### src/rtl/u2c_pkg.sv
// Shared types, constants and the Windows-1251 code table for the UTF-8 decoder.
// Used by u2c_decode, u2c_out_queue and utf8_to_cp1251_decoder; depends on nothing.
package u2c_pkg;

    localparam logic [31:0] ASCII_LIMIT   = 32'd127;
    localparam logic [7:0]  FALLBACK_CHAR = 8'h3F;
    localparam logic [7:0]  TABLE_BASE    = 8'h80;
    localparam int          TABLE_SIZE    = 128;
    localparam logic [2:0]  MAX_PENDING   = 3'd6;

    localparam int Q_DEPTH = 4;
    localparam int Q_AW    = $clog2(Q_DEPTH);
    localparam int Q_CW    = $clog2(Q_DEPTH + 1);

    // One result item.
    typedef struct packed {
        logic [7:0] ch;
        logic       eos;
    } u2c_result_t;

    // Packed code for each Windows-1251 byte from 0x80 upward.
    localparam logic [31:0] WIN_MAP [TABLE_SIZE] = '{
        32'h00000802, 32'h00000803, 32'h0000801A, 32'h00000893,
        32'h0000801E, 32'h00008026, 32'h00008020, 32'h00008021,
        32'h0000812C, 32'h00008030, 32'h00000809, 32'h00008039,
        32'h0000080A, 32'h0000080C, 32'h0000080B, 32'h0000080F,
        32'h00000892, 32'h00008018, 32'h00008019, 32'h0000801C,
        32'h0000801D, 32'h00008022, 32'h00008013, 32'h00008014,
        32'h00000000, 32'h00008222, 32'h00000899, 32'h0000803A,
        32'h0000089A, 32'h0000089C, 32'h0000089B, 32'h0000089F,
        32'h00000120, 32'h0000080E, 32'h0000089E, 32'h00000808,
        32'h00000124, 32'h00000910, 32'h00000126, 32'h00000127,
        32'h00000801, 32'h00000129, 32'h00000804, 32'h0000012B,
        32'h0000012C, 32'h0000012D, 32'h0000012E, 32'h00000807,
        32'h00000130, 32'h00000131, 32'h00000806, 32'h00000896,
        32'h00000911, 32'h00000135, 32'h00000136, 32'h00000137,
        32'h00000891, 32'h00008216, 32'h00000894, 32'h0000013B,
        32'h00000898, 32'h00000805, 32'h00000895, 32'h00000897,
        32'h00000810, 32'h00000811, 32'h00000812, 32'h00000813,
        32'h00000814, 32'h00000815, 32'h00000816, 32'h00000817,
        32'h00000818, 32'h00000819, 32'h0000081A, 32'h0000081B,
        32'h0000081C, 32'h0000081D, 32'h0000081E, 32'h0000081F,
        32'h00000820, 32'h00000821, 32'h00000822, 32'h00000823,
        32'h00000824, 32'h00000825, 32'h00000826, 32'h00000827,
        32'h00000828, 32'h00000829, 32'h0000082A, 32'h0000082B,
        32'h0000082C, 32'h0000082D, 32'h0000082E, 32'h0000082F,
        32'h00000830, 32'h00000831, 32'h00000832, 32'h00000833,
        32'h00000834, 32'h00000835, 32'h00000836, 32'h00000837,
        32'h00000838, 32'h00000839, 32'h0000083A, 32'h0000083B,
        32'h0000083C, 32'h0000083D, 32'h0000083E, 32'h0000083F,
        32'h00000880, 32'h00000881, 32'h00000882, 32'h00000883,
        32'h00000884, 32'h00000885, 32'h00000886, 32'h00000887,
        32'h00000888, 32'h00000889, 32'h0000088A, 32'h0000088B,
        32'h0000088C, 32'h0000088D, 32'h0000088E, 32'h0000088F
    };

    // Map a finished code to a Windows-1251 byte. Table entries are distinct,
    // so the matching index is formed by OR-ing the hit positions.
    function automatic logic [7:0] map_code(input logic [31:0] v);
        logic [6:0] idx;
        logic       hit;
        idx = '0;
        hit = 1'b0;
        for (int i = 0; i < TABLE_SIZE; i++) begin
            if (WIN_MAP[i] == v) begin
                idx = idx | 7'(i);
                hit = 1'b1;
            end
        end
        if (v <= ASCII_LIMIT) begin
            return v[7:0];
        end else if (hit) begin
            return TABLE_BASE | {1'b0, idx};
        end else begin
            return FALLBACK_CHAR;
        end
    endfunction

endpackage

### src/rtl/u2c_decode.sv
// Run decoder: holds the pending count and code accumulator, forms up to two
// result items per input item. Depends on u2c_pkg.
module u2c_decode (
    input  logic                 clk,
    input  logic                 rst_n,
    input  logic                 fire,
    input  logic [7:0]           in_byte,
    input  logic                 last_byte,
    output logic [1:0]           push_count,
    output u2c_pkg::u2c_result_t res0,
    output u2c_pkg::u2c_result_t res1
);

    logic [2:0]  bytes_pending_reg, bytes_pending_next;
    logic [31:0] code_acc_reg, code_acc_next;
    logic [2:0]  lead_cnt;
    logic        run;
    logic [5:0]  lead_mask;
    logic [2:0]  pend_calc;
    logic [31:0] code_calc;
    logic        done;

    // Count ones from bit 6 downward, saturating at six.
    always_comb
    begin
        lead_cnt = 3'd0;
        run      = 1'b1;
        for (int k = 6; k >= 1; k--) begin
            if (run && in_byte[k]) begin
                lead_cnt = lead_cnt + 3'd1;
            end else begin
                run = 1'b0;
            end
        end
    end

    assign lead_mask = 6'h3F >> lead_cnt;

    always_comb
    begin
        if (bytes_pending_reg == 3'd0) begin
            if (!in_byte[7]) begin
                code_calc = {24'd0, in_byte};
                pend_calc = 3'd0;
                done      = 1'b1;
            end else begin
                code_calc = {26'd0, in_byte[5:0] & lead_mask};
                pend_calc = lead_cnt;
                done      = (lead_cnt == 3'd0);
            end
        end else begin
            code_calc = {code_acc_reg[24:0], in_byte[6:0]};
            pend_calc = bytes_pending_reg - 3'd1;
            done      = (pend_calc == 3'd0);
        end
    end

    always_comb
    begin
        res0.ch  = u2c_pkg::map_code(code_calc);
        res0.eos = 1'b0;
        res1.ch  = 8'd0;
        res1.eos = 1'b1;
        if (!fire) begin
            push_count = 2'd0;
        end else if (last_byte) begin
            push_count = 2'd2;
        end else if (done) begin
            push_count = 2'd1;
        end else begin
            push_count = 2'd0;
        end
    end

    always_comb
    begin
        bytes_pending_next = bytes_pending_reg;
        code_acc_next      = code_acc_reg;
        if (fire) begin
            if (done || last_byte) begin
                // drop the run once it is emitted
                bytes_pending_next = 3'd0;
                code_acc_next      = 32'd0;
            end else begin
                bytes_pending_next = pend_calc;
                code_acc_next      = code_calc;
            end
        end
    end

    always_ff @(posedge clk or negedge rst_n)
    begin
        if (!rst_n) begin
            bytes_pending_reg <= 3'd0;
            code_acc_reg      <= 32'd0;
        end else begin
            bytes_pending_reg <= bytes_pending_next;
            code_acc_reg      <= code_acc_next;
        end
    end

endmodule

### src/rtl/u2c_out_queue.sv
// Small result queue: takes up to two items per cycle, gives one per cycle while out_stall is low.
// Depends on u2c_pkg.
module u2c_out_queue (
    input  logic                 clk,
    input  logic                 rst_n,
    input  logic [1:0]           push_count,
    input  u2c_pkg::u2c_result_t res0,
    input  u2c_pkg::u2c_result_t res1,
    output logic                 room_two,
    output logic                 out_valid,
    input  logic                 out_stall,
    output logic [7:0]           out_byte,
    output logic                 end_of_string
);

    u2c_pkg::u2c_result_t mem_reg [u2c_pkg::Q_DEPTH];
    logic [u2c_pkg::Q_AW-1:0] wr_ptr_reg, wr_ptr_next;
    logic [u2c_pkg::Q_AW-1:0] rd_ptr_reg, rd_ptr_next;
    logic [u2c_pkg::Q_CW-1:0] count_reg, count_next;
    logic [u2c_pkg::Q_AW-1:0] wr_ptr_inc;
    logic                     pop;

    assign out_valid     = (count_reg != '0);
    assign pop           = out_valid && !out_stall;
    assign room_two      = (count_reg <= u2c_pkg::Q_CW'(u2c_pkg::Q_DEPTH - 2));
    assign out_byte      = mem_reg[rd_ptr_reg].ch;
    assign end_of_string = mem_reg[rd_ptr_reg].eos;
    assign wr_ptr_inc    = wr_ptr_reg + u2c_pkg::Q_AW'(1);

    always_comb
    begin
        wr_ptr_next = wr_ptr_reg + u2c_pkg::Q_AW'(push_count);
        rd_ptr_next = pop ? rd_ptr_reg + u2c_pkg::Q_AW'(1) : rd_ptr_reg;
        count_next  = count_reg + u2c_pkg::Q_CW'(push_count)
                      - u2c_pkg::Q_CW'(pop);
    end

    always_ff @(posedge clk)
    begin
        if (push_count != 2'd0) begin
            mem_reg[wr_ptr_reg] <= res0;
        end
        if (push_count == 2'd2) begin
            mem_reg[wr_ptr_inc] <= res1;
        end
    end

    always_ff @(posedge clk or negedge rst_n)
    begin
        if (!rst_n) begin
            wr_ptr_reg <= '0;
            rd_ptr_reg <= '0;
            count_reg  <= '0;
        end else begin
            wr_ptr_reg <= wr_ptr_next;
            rd_ptr_reg <= rd_ptr_next;
            count_reg  <= count_next;
        end
    end

endmodule

### src/rtl/utf8_to_cp1251_decoder.sv
// UTF-8 to Windows-1251 byte stream converter. One input item (a byte) is
// taken per cycle while in_stall is low: it lands in an input register, is
// decoded and mapped once the output queue has room for two results, and its
// results enter a four-entry output queue. A byte flagged last gives two
// results (the character and a zero terminator); the single-ported read side
// of that queue sets the output rate of one result per cycle while out_stall
// is low.
// Depends on u2c_pkg, u2c_decode and u2c_out_queue.
module utf8_to_cp1251_decoder (
    input  logic       clk,
    input  logic       rst_n,
    input  logic       in_valid,
    output logic       in_stall,
    input  logic [7:0] in_byte,
    input  logic       last_byte,
    output logic       out_valid,
    input  logic       out_stall,
    output logic [7:0] out_byte,
    output logic       end_of_string
);

    logic                 hold_valid_reg, hold_valid_next;
    logic [7:0]           hold_byte_reg;
    logic                 hold_last_reg;
    logic                 room_two;
    logic                 advance;
    logic                 accept;
    logic [1:0]           push_count;
    u2c_pkg::u2c_result_t res0;
    u2c_pkg::u2c_result_t res1;

    assign advance  = hold_valid_reg && room_two;
    assign in_stall = hold_valid_reg && !room_two;
    assign accept   = in_valid && !in_stall;

    always_comb
    begin
        if (accept) begin
            hold_valid_next = 1'b1;
        end else if (advance) begin
            hold_valid_next = 1'b0;
        end else begin
            hold_valid_next = hold_valid_reg;
        end
    end

    always_ff @(posedge clk or negedge rst_n)
    begin
        if (!rst_n) begin
            hold_valid_reg <= 1'b0;
        end else begin
            hold_valid_reg <= hold_valid_next;
        end
    end

    always_ff @(posedge clk)
    begin
        if (accept) begin
            hold_byte_reg <= in_byte;
            hold_last_reg <= last_byte;
        end
    end

    u2c_decode u_decode (
        .clk        (clk),
        .rst_n      (rst_n),
        .fire       (advance),
        .in_byte    (hold_byte_reg),
        .last_byte  (hold_last_reg),
        .push_count (push_count),
        .res0       (res0),
        .res1       (res1)
    );

    u2c_out_queue u_queue (
        .clk           (clk),
        .rst_n         (rst_n),
        .push_count    (push_count),
        .res0          (res0),
        .res1          (res1),
        .room_two      (room_two),
        .out_valid     (out_valid),
        .out_stall     (out_stall),
        .out_byte      (out_byte),
        .end_of_string (end_of_string)
    );

endmodule

### config.mk
export PLATFORM = sky130hd
export DESIGN_NAME = utf8_to_cp1251_decoder
export DESIGN_NICKNAME = d
export VERILOG_FILES = /design/src/rtl/u2c_pkg.sv /design/src/rtl/u2c_decode.sv /design/src/rtl/u2c_out_queue.sv /design/src/rtl/utf8_to_cp1251_decoder.sv
export SDC_FILE = /design/constraint.sdc
export NUM_CORES = 1
export LEC_CHECK = 0
export BUFFER_PORTS_ARGS = -buffer_cell sky130_fd_sc_hd__clkbuf_2
export CORE_UTILIZATION = 55
export CTS_CLUSTER_SIZE = 30
export DETAILED_ROUTE_END_ITERATION = 6
export MAX_ROUTING_LAYER = met4
export PLACE_DENSITY = 0.8
export REMOVE_ABC_BUFFERS = 1
export SLEW_MARGIN = 10
export SYNTH_ARGS = -nofsm -noshare
export SYNTH_HDL_FRONTEND = slang
export SYNTH_HIERARCHICAL = 1
export SYNTH_SLANG_ARGS = --single-unit
export TNS_END_PERCENT = 5
### constraint.sdc
create_clock -name clk -period 6.26 [get_ports clk]
set_clock_uncertainty 0.15 [all_clocks]
set_input_delay 1.252 -clock clk [delete_from_list [all_inputs] [get_ports clk]]
set_output_delay 1.252 -clock clk [all_outputs]
set_load 0.02 [all_outputs]
# Word level (Yosys, flattened, before mapping)
# Memories as Yosys holds them, arrays and structs flattened.
# Index checks and enable logic that the tools add are counted.
word_totals:
  ff_bits: 45
  mem_bits_rw: 36
  out_inout_bits: 11
  elab_cells: 467
  n_memories: 1
classes:
  addsub: 11
  magnitude_cmp: 2
  eq_ne: 128
  n_shift: 1
  muxes: 295
  bitwise: 1
  reduce_logical: 20
mem_list:
  columns: ["name", "words", "width", "rd", "rd_clocked_by_memory_dff", "wr", "line", "rtl"]
  rows:
  - ["u_queue.mem_reg", 4, 9, 1, 0, 2, "u2c_out_queue.sv:16", "u2c_pkg::u2c_result_t mem_reg [u2c_pkg::Q_DEPTH];"]
op_table:
  columns: ["op", "n"]
  rows:
  - ["12-bit by 32-bit == test with 1-bit output (first input constant)", 94]
  - ["16-bit by 32-bit == test with 1-bit output (first input constant)", 18]
  - ["9-bit by 32-bit == test with 1-bit output (first input constant)", 15]
  - ["7-bit 2-to-1 mux", 65]
  - ["6-bit 2-to-1 mux", 32]
  - ["1-bit 2-to-1 mux", 146]
  - ["5-bit 2-to-1 mux", 16]
  - ["32-bit 2-to-1 mux", 2]
  - ["25-bit 2-to-1 mux", 2]
  - ["3-bit 2-to-1 mux", 14]
  - ["32-bit by 7-bit <= comparator with 1-bit output (second input constant)", 1]
  - ["32-bit logical NOT", 1]
  - ["4-bit 2-to-1 mux", 8]
  - ["8-bit 2-to-1 mux", 3]
  - ["3-bit by 1-bit adder with 3-bit output (second input constant)", 5]
  - ["2-bit 2-to-1 mux", 7]
  - ["1-bit logical AND", 9]
  - ["3-bit logical NOT", 3]
  - ["6-bit AND", 1]
  - ["6-bit by 3-bit >> shifter with 6-bit output (first input constant)", 1]
  - ["2-bit by 1-bit adder with 2-bit output (second input constant)", 2]
  - ["2-bit nonzero test", 2]
  - ["3-bit by 2-bit adder with 3-bit output", 1]
  - ["3-bit by 2-bit <= comparator with 1-bit output (second input constant)", 1]
  - ["other kinds (7)", 9]

# Logic depth before layout (Yosys ltp)
logic_depth:
  ltp_word: 148
  depth_mapped: 23
  ltp_nobuf: 20

# Hierarchy
# Netlist, hierarchy kept.
modules_own_cells:
  columns: ["mod", "instances", "cells_each", "area_each_um2"]
  rows:
  - ["u2c_decode", 1, 507, 3657.3]
  - ["u2c_out_queue", 1, 128, 2168.3]
  - ["utf8_to_cp1251_decoder", 1, 15, 334.1]

# Worst setup path before layout
# OpenSTA, ideal clock, no wires.
synth_path:
  path_type: "reg2reg"
  startpoint: "register hold_byte_reg[4]"
  endpoint: "memory u_queue/mem_reg[0][0] (netlist bit), enable pin"
  arrival_time_ns: 4.758
  required_ns: 5.720
  setup_slack_ns: 0.962
  stages_incl_launch_ff: 18
  path_cell_list: "edfxtp_1 buf_2 nand2b_1 and2_1 ha_1 o21a_1 ha_1 and4b_1 nor2_1 ha_1 nor3_1 nor3_4 buf_6 nor2_1 o211ai_1 nor3b_1 nor2_1 o31ai_1"
synth_rtl:
  columns: ["element", "line", "rtl"]
  rows:
  - ["from (decl)", "utf8_to_cp1251_decoder.sv:23", "logic [7:0] hold_byte_reg;"]
  - ["from (signal assigned)", "utf8_to_cp1251_decoder.sv:59", "hold_byte_reg <= in_byte;"]
  - ["to (decl)", "u2c_out_queue.sv:16", null]

==> flow_summary.ini <==
[clocking]
clkTransAtPathRegs_ps = 90
cts-root-buf = clkbuf_8
clock_sinks = 81
htree_levels = 3
cts_buffers = 9
holdBufCountCts = 0
postCtsSetupBuffers = 0
max-clock-path-buffers = 2
clock_latency_ps = 370
cts_resized = 0
cts_tree = done

[placed_design]
portBuffers = 23
routabilityCongestion = 1.06
pre_cts_ws_ps = 391
dp_hpwl_mm = 14.6
place_area_sq_mm = 0.00650
dp_cells = 812

[finish]
drive_above_1_share_pct = 23.4
antenna_cells = 0
final_common_cell = nand2_1
fillerInstances = 868
regArea_sq_mm = 0.00225
multiInputGateArea_sq_mm = 0.00355
largest_register_ffs = 36
stdcell_area_sq_mm = 0.00674
nNetsFinal = 707
area_delta_synth_final_pct = 9.38
final_cells = 828
mostFrequentLayoutCells = 51 x nand2_1, 45 x edfxtp_1, 45 x nor2_1, 45 x o21ai_0, 40 x inv_1

[synthesis]
synth_seq_cells = 81
synth-seq-area-share_pct = 36.6
syn_inst = 650
avgSynthCellArea_sq_um = 9.48
ys.flop_type = edfxtp_1
synth.distinct_cells = 90
synthArstFlopShare_pct = 44.4
synth_area_sq_mm = 0.00616
synth_edf_count = 45
synth_warnings = 6

[timing]
drv_slew = 0
fmax_mhz = 164
max_slew_margin_pct = 38.6
min_period_ps = 6090
setup_viol = 0
fin_ws_ps = 168
worstMarginPinSlew_ps = 921
fin_tns_setup_ps = 0
holdWs_ps = 342
hold_viol = 0
finalCritPeriodShare_pct = 97.3
rsz0062_at_grt = false

[pwr]
seqPwrFrac_pct = 34.3
p_sw_share_pct = 44.2
pwr-share-comb_pct = 50.2
switchingPower_mw = 1.12
p_leak_nw = 2.49
irDropWorstVdd_uv = 362
p_clk_share_pct = 15.6
p_int_mw = 1.41
power_density_mw_per_mm2 = 376

[setup_path]
rr_worst_depth = 19
start_kind = flop
end_kind = flop
cp.arrival_ps = 6060
crit-reg2reg-launch = hold_byte_reg[4]
rrSetupSlack_ps = 170
crit_fanout = 10
r2r-end = u_queue/mem_reg[2][3]
crit_required_ps = 6230
worst-setup-path-type = flop to flop

[worst_hold_path]
min_to = u_decode/code_acc_reg[13]
min_path_cells = 2
hold_class = flop to flop
hold_path.startpoint = u_decode/code_acc_reg[6]

[route]
avgViaCountPerCell = 6.91
drt_iter0_drc = 866
post-route-drc-count = 0
wl_per_cell_um = 24.3
dr.pass1.iters = 6
antenna_left = 0
vias = 5718
wl_mm = 20.1

[die]
num_rows = 38
die_h_um = 108
io_pins = 24
die_area_sq_mm = 0.0116
initial_core_util_pct = 56.6
core-area_sq_mm = 0.0109
dieWidth_um = 108

[global_route]
antenna_found_initial = 0
grt_overflow = 0
grt_first_pass_wirelength_mm = 30.6
grt_start_max_net_pins = 37
grt_usage_pct = 37.0
grt_pass1_vias = 5415

[run_status]
status = finished clean

[flow_run]
maxCapViolCount = 0
## cell families after synthesis
| logic type | count (synthesis) | share of synthesized area (%) |
|---|---|---|
| adders and majority gates | 11 | 2.36 |
| muxes | 48 | 10.4 |
| buffers and inverters | 88 | 7.03 |
| other | 2 | 0.122 |
| xor gates and xnor gates | 8 | 1.36 |
| DFF | 81 | 36.6 |
| AOI/OAI and AO/OA | 190 | 22.1 |
| and+or+nand+nor | 222 | 20.1 |
## worst max-delay path, cell delays in order (launching register included)
cell	delay (ps)
edfxtp_1	420
nand2b_1	200
and2_1	200
ha_1	370
o21a_1	220
ha_1	260
and4b_1	360
nor2_1	90
ha_1	230
a21boi_0	360
o2111ai_2	250
a21oi_4	450
or4b_1	330
nand3b_1	170
o311ai_0	160
a21oi_1	290
nor3b_1	440
nand3_1	130
o32a_1	440
mux2_2	300
## metal layers
| metal | track usage, % | vias to the layer above | wire (um) |
|---|---|---|---|
| met5 | - | - | 0 |
| met4 | 21.7 | 0 | 1080 |
| met3 | 5.51 | 94 | 1590 |
| met2 | 58.0 | 347 | 9460 |
| met1 | 45.4 | 2759 | 7970 |
| li1 | - | 2518 | - |
## power by group through the flow
stage	Sequential [mW]	Clock (mW)	Combinational (mW)
final	0.869	0.395	1.27
after CTS	0.867	0.401	1.24
after global routing	0.885	0.425	1.37
after detailed placement	0.878	0	1.22
after global placement	0.869	0	1.20
after floorplan	0.845	0	0.844
## how the worst max path moves through the flow
stage | startpoint | end | slack, ps | depth (start not counted)
5_1_grt | hold_byte_reg[4] | u_queue/mem_reg[0][1] | 10 | 20
6_report | hold_byte_reg[4] | u_queue/mem_reg[2][3] | 170 | 19
3_5_place_dp | hold_byte_reg[4] | u_queue/mem_reg[2][2] | 390 | 20
4_1_cts | hold_byte_reg[4] | u_queue/mem_reg[0][2] | 340 | 20
3_3_place_gp | hold_byte_reg[4] | u_queue/mem_reg[0][3] | 580 | 19
2_1_floorplan | hold_byte_reg[4] | u_queue/mem_reg[0][1] | 720 | 20
## layout make-up
cell class | count | share of cell area [%]
clock buffers | 12 | 2.64
clock inverters | 4 | 0.427
well taps | 140 | 2.60
multi-input cells | 489 | 52.6
repair buffers | 62 | 6.05
flip-flops and latches | 81 | 33.4
inverters | 40 | 2.23
## through the flow
stage / utilization [%] / total power [mW]
6_report: 61.9 / 2.54
3_3_place_gp: 59.7 / 2.07
2_1_floorplan: - / 1.69
5_1_grt: 61.9 / 2.68
4_1_cts: 61.6 / 2.51
3_5_place_dp: 59.7 / 2.10
## synth_stat cells (4+ instances only)
library cell | count | area share (%)
nor2_1 | 46 | 2.8
dfrtp_1 | 36 | 15
and3_1 | 5 | 0.51
buf_4 | 15 | 1.8
nand4_1 | 9 | 0.91
mux4_2 | 9 | 3.3
o32ai_1 | 5 | 0.71
nor3b_1 | 5 | 0.61
edfxtp_1 | 45 | 22
nor4_2 | 5 | 1.0
mux2_2 | 36 | 6.6
nor2b_1 | 5 | 0.51
a21boi_0 | 4 | 0.49
o21ai_0 | 45 | 3.7
nand2b_1 | 8 | 0.81
a31oi_1 | 7 | 0.71
nor4_1 | 9 | 0.91
buf_2 | 13 | 1.1
buf_6 | 4 | 0.73
o31ai_1 | 6 | 0.73
nor3_1 | 20 | 1.6
a21oi_1 | 33 | 2.7
nand2_1 | 51 | 3.1
nand3_1 | 17 | 1.4
o22ai_1 | 20 | 2.0
xnor2_1 | 5 | 0.71
inv_1 | 40 | 2.4
ha_1 | 10 | 2.0
o211ai_1 | 4 | 0.49
clkbuf_1 | 16 | 0.98
o21ai_1 | 5 | 0.41
and2_1 | 9 | 0.91
a2111oi_0 | 4 | 0.57
Power figures use the tool's default switching activity.
